$ cat src/hw/rtl/hpkh_pkg.sv
`default_nettype none

package hpkh_pkg;

  localparam int unsigned AddrW     = 14;
  localparam int unsigned PackedW   = 4 * AddrW;
  localparam int unsigned ByteW     = 8;
  localparam int unsigned HashW     = 16;
  localparam int unsigned KeyW      = 16;
  localparam int unsigned NumKeys   = 8;
  localparam int unsigned KeySelW   = $clog2(NumKeys);
  localparam int unsigned CfgIdxW   = 4;
  localparam int unsigned AddrBytes = PackedW / ByteW;
  localparam int unsigned HashSteps = AddrBytes + 3;

  // Step index of the non-address bytes in hash order.
  localparam int unsigned StepLen   = AddrBytes;
  localparam int unsigned StepProto = AddrBytes + 1;

  typedef struct packed {
    logic [PackedW-1:0] addrs;
    logic [ByteW-1:0]   len;
    logic [ByteW-1:0]   proto;
  } hdr_t;

  // Byte fed into the hash at a given step; the sequence byte is always zero.
  function automatic logic [ByteW-1:0] step_byte(hdr_t hdr, int unsigned step);
    logic [ByteW-1:0] b;
    b = '0;
    if (step < AddrBytes) begin
      b = hdr.addrs[PackedW-1-ByteW*step -: ByteW];
    end else if (step == StepLen) begin
      b = hdr.len;
    end else if (step == StepProto) begin
      b = hdr.proto;
    end
    return b;
  endfunction

endpackage

`default_nettype wire

$ cat src/hw/rtl/hpkh_cell.sv
`default_nettype none

// One hash step: add this step's byte, multiply by the key, keep the low word.
module hpkh_cell
  import hpkh_pkg::*;
#(
  parameter int unsigned STEP = 0
) (
  input  wire logic             clk_i,
  input  wire logic             rst_ni,
  input  wire logic             valid_i,
  input  wire logic [HashW-1:0] hash_i,
  input  wire hdr_t             hdr_i,
  input  wire logic [KeyW-1:0]  key_i,
  output logic                  valid_o,
  output logic [HashW-1:0]      hash_o,
  output hdr_t                  hdr_o
);

  logic [HashW-1:0]      sum;
  logic [HashW-1:0]      prod;
  logic                  valid_q;
  logic [HashW-1:0]      hash_q, hash_d;
  hdr_t                  hdr_q;

  // Only the low word of the product is kept, so multiply at hash width.
  always_comb begin
    sum    = hash_i + HashW'(step_byte(hdr_i, STEP));
    prod   = sum * key_i;
    hash_d = prod;
  end

  always_ff @(posedge clk_i or negedge rst_ni) begin
    if (!rst_ni) begin
      valid_q <= 1'b0;
    end else begin
      valid_q <= valid_i;
    end
  end

  // Payload advances every cycle; valid qualifies it.
  always_ff @(posedge clk_i) begin
    hash_q <= hash_d;
    hdr_q  <= hdr_i;
  end

  assign valid_o = valid_q;
  assign hash_o  = hash_q;
  assign hdr_o   = hdr_q;

endmodule

`default_nettype wire

$ cat src/hw/rtl/header_pack_keyed_hash_unit.sv
`default_nettype none

// Header pack and keyed hash. Each start request carries four 14-bit
// addresses, a length byte and a protocol byte. The addresses are packed
// MSB first into 56 bits, and a 16-bit hash runs over the seven address
// bytes, length, protocol and a zero sequence byte: h = (h + byte) * key,
// mod 65536, with key word (step mod KEY_COUNT). A row of ten cells, one per
// hash byte, each with one 16x16 multiplier and a register, carries the
// request forward, so a request is taken every cycle (busy is always low)
// and its result shows on done_o from the last cell's register, for
// one cycle only. The receiver cannot stall: sample the result when done_o
// is high. Write keys only while no request is in flight; writes to indexes
// above 7 are dropped. All keys reset to 1.
module header_pack_keyed_hash_unit
  import hpkh_pkg::*;
#(
  parameter int unsigned KEY_COUNT = 8
) (
  input  wire logic               clk_i,
  input  wire logic               rst_ni,
  input  wire logic               start,
  output logic                    busy,
  input  wire logic [AddrW-1:0]   dest_link_addr_i,
  input  wire logic [AddrW-1:0]   src_link_addr_i,
  input  wire logic [AddrW-1:0]   dest_net_addr_i,
  input  wire logic [AddrW-1:0]   src_net_addr_i,
  input  wire logic [ByteW-1:0]   payload_length_i,
  input  wire logic [ByteW-1:0]   protocol_number_i,
  input  wire logic               cfg_we_i,
  input  wire logic [CfgIdxW-1:0] cfg_idx_i,
  input  wire logic [KeyW-1:0]    cfg_wdata_i,
  output logic                    done_o,
  output logic [PackedW-1:0]      packed_addresses_o,
  output logic [ByteW-1:0]        length_out_o,
  output logic [ByteW-1:0]        protocol_out_o,
  output logic [ByteW-1:0]        sequence_out_o,
  output logic [HashW-1:0]        header_mac_o
);

  // Treat a key count below one as one.
  localparam int unsigned KeyCnt = (KEY_COUNT < 1) ? 1 : KEY_COUNT;

  logic [NumKeys-1:0][KeyW-1:0] key_q;

  // Chain taps: tap 0 is the incoming request, tap s+1 the output of cell s.
  logic                 tap_valid [HashSteps+1];
  logic [HashW-1:0]     tap_hash  [HashSteps+1];
  hdr_t                 tap_hdr   [HashSteps+1];

  // Key registers: hold unless written; drop writes beyond the key file.
  always_ff @(posedge clk_i or negedge rst_ni) begin
    if (!rst_ni) begin
      for (int k = 0; k < NumKeys; k++) begin
        key_q[k] <= KeyW'(1);
      end
    end else if (cfg_we_i && (cfg_idx_i < CfgIdxW'(NumKeys))) begin
      key_q[cfg_idx_i[KeySelW-1:0]] <= cfg_wdata_i;
    end
  end

  // Every cycle is open for a new request.
  assign busy = 1'b0;

  // Pack the addresses MSB first and start the hash at zero.
  assign tap_valid[0]     = start & ~busy;
  assign tap_hash[0]      = '0;
  assign tap_hdr[0].addrs = {dest_link_addr_i, src_link_addr_i,
                             dest_net_addr_i, src_net_addr_i};
  assign tap_hdr[0].len   = payload_length_i;
  assign tap_hdr[0].proto = protocol_number_i;

  for (genvar s = 0; s < HashSteps; s++) begin : g_cell
    localparam int unsigned Slot = (s % KeyCnt) % NumKeys;

    hpkh_cell #(
      .STEP (s)
    ) u_cell (
      .clk_i   (clk_i),
      .rst_ni  (rst_ni),
      .valid_i (tap_valid[s]),
      .hash_i  (tap_hash[s]),
      .hdr_i   (tap_hdr[s]),
      .key_i   (key_q[Slot]),
      .valid_o (tap_valid[s+1]),
      .hash_o  (tap_hash[s+1]),
      .hdr_o   (tap_hdr[s+1])
    );
  end

  // Present the result straight from the last cell.
  assign done_o             = tap_valid[HashSteps];
  assign packed_addresses_o = tap_hdr[HashSteps].addrs;
  assign length_out_o       = tap_hdr[HashSteps].len;
  assign protocol_out_o     = tap_hdr[HashSteps].proto;
  assign sequence_out_o     = '0;
  assign header_mac_o       = tap_hash[HashSteps];

  // Every accepted request comes out at the end of the cell chain.
  a_start_done : assert property (@(posedge clk_i) disable iff (!rst_ni)
    start |-> ##HashSteps done_o)
    else $error("request not delivered after the cell chain latency");

  // No result without a matching request that entered the cell chain.
  a_done_src : assert property (@(posedge clk_i) disable iff (!rst_ni)
    done_o |-> $past(start, HashSteps))
    else $error("result without a matching request");

  // Writes beyond the key file leave the keys untouched.
  a_cfg_drop : assert property (@(posedge clk_i) disable iff (!rst_ni)
    (cfg_we_i && (cfg_idx_i >= CfgIdxW'(NumKeys))) |=> $stable(key_q))
    else $error("out-of-range key write changed the keys");

endmodule

`default_nettype wire
$ cat config.mk
export PLATFORM = sky130hd
export DESIGN_NAME = header_pack_keyed_hash_unit
export DESIGN_NICKNAME = d
export VERILOG_FILES = /design/src/hw/rtl/hpkh_pkg.sv /design/src/hw/rtl/hpkh_cell.sv /design/src/hw/rtl/header_pack_keyed_hash_unit.sv
export SDC_FILE = /design/constraint.sdc
export NUM_CORES = 2
export LEC_CHECK = 0
export BUFFER_PORTS_ARGS = -buffer_cell sky130_fd_sc_hd__buf_2
export CAP_MARGIN = 20
export CORE_MARGIN = 2
export CORE_UTILIZATION = 49
export DETAILED_ROUTE_END_ITERATION = 16
export PLACE_DENSITY = 0.65
export SLEW_MARGIN = 10
export SYNTH_ARGS = -nofsm -noshare
export SYNTH_HDL_FRONTEND = slang
export SYNTH_HIERARCHICAL = 1
export SYNTH_SLANG_ARGS = --single-unit
export TNS_END_PERCENT = 1
$ cat constraint.sdc
create_clock -name clk_i -period 9.9 [get_ports clk_i]
set_clock_uncertainty 0.05 [all_clocks]
set_input_delay 0.99 -clock clk_i [delete_from_list [all_inputs] [get_ports clk_i]]
set_output_delay 0.99 -clock clk_i [all_outputs]
set_load 0.03 [all_outputs]
[Word level (Yosys, flattened, before mapping)]
Cells that the tools add are included.
Storage, ports and cells
  register bits after elaboration: 1018
  bits in latches: 0
  memory bits (writable): 0
  bits in read-only memories: 0
  output and inout port bits: 98
  logic and storage cells: 84
  memories kept: 0
Operators by class
  $add $sub $neg: 8
  multiply operators: 10
  div/mod/pow operators: 0
  $lt $le $gt $ge: 3
  eq/ne operators: 0
  shift operators: 0
  mux-type cells: 3
  bitwise operators: 0
  reduce and logical (&&, ||, !) cells: 2
Operators by type and width (count)
  16-bit by 16-bit multiplier with 16-bit output: 9
  16-bit by 8-bit adder with 16-bit output: 8
  128-bit bitwise mux: 1
  16-bit demux with 3-bit select: 1
  8-bit by 16-bit multiplier with 16-bit output: 1
  16-bit two-way mux: 1
  3-bit by 4-bit < comparator with 1-bit output, second input constant: 1
  4-bit < comparator, second input constant: 1
  3-bit by 1-bit >= comparator with 1-bit output, second input constant: 1
  1-bit logical AND: 2

[Longest topological paths before layout]
  depth in word-level cells: 5
  depth in mapped cells: 29
  depth with buffers taken out: 29

[Cells and area by module]
Netlist, hierarchy kept.
By module, submodules not included
  hpkh_cell at g_cell[4].u_cell ...: instances 3, cells an instance 610, area each 6241.0 um^2, sequential area each 1786.7 um^2
  hpkh_cell at g_cell[1].u_cell ...: instances 2, cells an instance 636, area each 6389.9 um^2, sequential area each 1786.7 um^2
  hpkh_cell at g_cell[8].u_cell: instances 1, cells an instance 612, area each 6262.3 um^2, sequential area each 1786.7 um^2
  hpkh_cell at g_cell[0].u_cell: instances 1, cells an instance 605, area each 6227.2 um^2, sequential area each 1786.7 um^2
  hpkh_cell at g_cell[3].u_cell: instances 1, cells an instance 605, area each 6213.5 um^2, sequential area each 1786.7 um^2
  hpkh_cell at g_cell[7].u_cell: instances 1, cells an instance 599, area each 6200.9 um^2, sequential area each 1786.7 um^2
  hpkh_cell at g_cell[9].u_cell: instances 1, cells an instance 558, area each 5756.8 um^2, sequential area each 1786.7 um^2
  header_pack_keyed_hash_unit: instances 1, cells an instance 290, area each 4991.0 um^2, sequential area each 3213.1 um^2

[Least setup slack after synthesis]
Ideal clock, no wire load.
  path type: register -> register
  start: register g_cell[2].u_cell.hdr_q (netlist bit g_cell[2].u_cell/hdr_o[40])
  end: register g_cell[3].u_cell.hash_q[15]
  arrival time: 7108 ps
  slack: 2613 ps
  cell stages (with the launch flop): 28
  buffers on the path: 0
  clock period less this slack: 7287 ps
  path through: dfxtp_1 ha_1 inv_1 fa_1 nor2b_4 o31a_1 o31ai_4 a21oi_1 xor2_1 nand2_1 fa_1 fa_1 inv_1 fa_1 fa_1 inv_1 fa_1 fa_1 xor2_1 xnor2_1 xnor2_1 xnor2_1 xnor2_1 xnor2_1 xnor3_1 xor2_1 xnor3_1 xnor3_1
On the way
  word-level cells in the longest chain between the ends: 2
Ends and longest elaborated chain
  start: declaration: RTL line hpkh_cell.sv:24  | hdr_t hdr_q;
  start signal: assignment: RTL line hpkh_cell.sv:44  | hdr_q <= hdr_i;
  16-bit by 8-bit adder with 16-bit output: RTL line hpkh_cell.sv:28  | sum = hash_i + HashW'(step_byte(hdr_i, STEP));
  16-bit by 16-bit multiplier with 16-bit output: RTL line hpkh_cell.sv:29  | prod = sum * key_i;
  net g_cell[3].u_cell.hash_d[15]: RTL line hpkh_cell.sv:23  | logic [HashW-1:0] hash_q, hash_d;
  end signal: assignment: RTL line hpkh_cell.sv:43  | hash_q <= hash_d;
  end: declaration: RTL line hpkh_cell.sv:23
The timed path passes the listed nets, and every way through them passes these cells.
A chain may end at the register's enable or synchronous reset.

[Worst setup path after layout]
Ends and elaborated chain as after synthesis.

==> run metrics <==
run status=finished clean; GR Overflow Total=0; Synth Area in XOR/XNOR=7.155%; DRT Pass-1 Iters=5; Final ANT Viol Nets=0; Avg Synthesized Cell Area=10.54 µm²; Num CTS Buffers=101; Die ar.=140,000 µm²; dpl hpwl=between 100,000 and 150,000 µm; unrepaired setup endpoints after global routing=no; Slew @ Worst Pin=approximately 1.1 ns; area grow syn2layout=9.346%; Rel. slew slack=24.44%; routability cong.=~0.87; final worst-path cycle share=78.51%; CP startpoint kind=flip-flop; Mapped Area=67,150 µm²; clock buffer depth=3; Critical-path top delay cell=fa_1; Port Buffers=184; via-per-instance ratio=4.933; gr usage total=20.67%; Starting Density=49.45%; synth top area cells=dfxtp_1 26%, fa_1 24%, ha_1 10%; Sink Count=between 1,000 and 1,500; Die Ht=374.2 µm; first-pass GRT wire length=231,700 µm; antenna violations before repair=9; placement row count=about 140; Starting DRT DRC Count=1,893; top cell type's share of synthesized area=26.23%; Syn. warnings=6; Yosys reg bits=1,018; Worst EP arrival=8.33 ns; post-synthesis mux area share=between 2 and 2.5%; Max Transition Viols Final=0; Post-CTS Setup Repair Bufs=0; CTS clk-pin slew, worst paths=0.07 ns; Top cell by count, worst path=fa_1; Post-synth ARST share=13.56%; worst hold path type=input port to asynchronous set/reset pin; hold_buf cts=0; R2R Setup Slk=2.13 ns; chip width=~370 µm; io pins=194; Worst-Skew Late Latency=0.73 ns; compound-gate portion of the synthesized area=approximately 3.9%; critical path peak fanout=5; Sum Neg Setup Slack=0 ns; fmax=0.1287 GHz; Final Critical Period=~7.8 ns; # resized after CTS=0; vias in the first global route=44,434; # DRC=0; Hold Violations, Final=0; Final Util=54.07%; post-synthesis sequential area ratio=a little under a third; core area=between 100,000 and 150,000 µm²; Root Driver=clkbuf_16; Max Cap Viol=0; fraction of layout instances using a drive strength above 1=under 10%; Total Wirelength=138,600 µm; area leader, netlist=dfxtp_1; Hold Slack=0.2541 ns; Synth Area in Adders=34.60%; Placed Cells=a little over 8,000; vias=41,649; CTS tree=done; Crit Path Class=flip-flop to flip-flop; mean routed wirelength per cell=around 16 µm; cell count after synthesis=between 6,000 and 7,000; CP required=approximately 10 ns; Most used DFF post-synth=dfxtp_1; most common cell after layout, fill and taps aside=inv_1; Final Setup Violations=0; Post-synth EDFFs=0; Yosys cell types=98; htree depth=3; Worst path max stage delay=0.56 ns; largest family of logic cells by synthesized area=adder cells; most frequent cells in the layout=1,154 x inv_1, 880 x dfxtp_1, 809 x fa_1, 649 x nand2_1, 574 x and2_1; Setup crit end kind=flip-flop; Post-Layout Cell Count=8,443; Final nets=between 8,000 and 9,000; post-synthesis simple-gate area fraction=13.14%; largest net degree at the start of global routing=76
## sequential cells by signal (all words and copies together) (netlist names)
register	count
g_cell.u_cell/hdr_o	720
g_cell.u_cell/hash_o	160
key_q	128
g_cell.u_cell/valid_o	10
## worst paths after layout
path | startpoint | depth (start not counted) | end
hold / removal | rst_ni | 1 | key_q[39]$_DFFE_PN0P_
setup / recovery | g_cell[2].u_cell/hdr_o[40]$_DFF_P_ | 28 | g_cell[3].u_cell/hash_o[15]$_DFF_P_
min in group clk_i | g_cell[0].u_cell/hdr_o[33]$_DFF_P_ | 0 | g_cell[1].u_cell/hdr_o[33]$_DFF_P_
hold reg to reg | g_cell[0].u_cell/hdr_o[33]$_DFF_P_ | 0 | g_cell[1].u_cell/hdr_o[33]$_DFF_P_
max in group asynchronous | rst_ni | 2 | key_q[100]$_DFFE_PN0P_
setup reg to reg | g_cell[2].u_cell/hdr_o[40]$_DFF_P_ | 28 | g_cell[3].u_cell/hash_o[15]$_DFF_P_
## per-layer routing
layer,vias to the layer above,wire (µm),global-route usage (%)
li1,19751,-,-
met1,20730,61700,27.34
met2,934,65060,34.00
met3,230,8055,4.505
met4,4,3781,6.185
met5,-,26,0
## kinds of logic after synthesis
| family | Yosys count |
|---|---|
| and+or+nand+nor | 1692 |
| xor gates and xnor gates | 466 |
| adders and majority gates | 1372 |
| buffers and inverters | 1316 |
| other | 1 |
| DFF | 1018 |
| AOI/OAI and AO/OA | 372 |
| muxes | 134 |
## synthesized netlist by cell type, types with 24 or more instances
| library cell | count |
|---|---|
| nand2b_1 | 71 |
| o21bai_1 | 39 |
| dfrtp_1 | 130 |
| xnor2_1 | 304 |
| nor2b_1 | 137 |
| o21a_1 | 37 |
| xnor3_1 | 31 |
| clkbuf_1 | 129 |
| xor2_1 | 99 |
| fa_1 | 809 |
| nand2_1 | 649 |
| inv_1 | 1154 |
| nor3_1 | 38 |
| dfxtp_1 | 880 |
| mux2_2 | 125 |
| ha_1 | 562 |
| o21ai_1 | 25 |
| xnor2_2 | 24 |
| nor2_1 | 100 |
| a21oi_1 | 102 |
| and2_1 | 574 |
| a21o_1 | 25 |
| o21ai_0 | 34 |
## through the flow
stage | setup slack, ns | instance area (µm²)
CTS | 2.120 | 73400
detailed placement | 2.138 | 70020
finish | 2.128 | 73430
global route | 1.556 | 73420
floorplan | 2.613 | 67290
global placement | 2.242 | 70020
## final cells by class
| type | count | area (µm²) |
|---|---|---|
| Clock inverter | 49 | 496.7 |
| Inverter | 1154 | 4332 |
| Multi-Input combinational cell | 4074 | 41160 |
| Tap cell | 1781 | 2228 |
| Antenna cell | 3 | 7.507 |
| Clock buffer | 138 | 2880 |
| Sequential cell | 1018 | 21080 |
| Timing Repair Buffer | 226 | 1242 |
| Fill cell | 12033 | 62370 |
## worst max-delay path, delay by kind of cell (launching register included)
kind	cells	cell delay (ns)
buffers and inverters	3	0.16
AO/OA/AOI/OAI	3	0.64
AND/OR/NAND/NOR	3	0.41
flip-flops	1	0.33
XOR/XNOR	11	2.54
adder cells (fa/ha/maj)	8	3.53
Power is left out: the tool's default activity adds up to more than one toggle a clock period on the data nets, which glitch-free logic cannot reach.
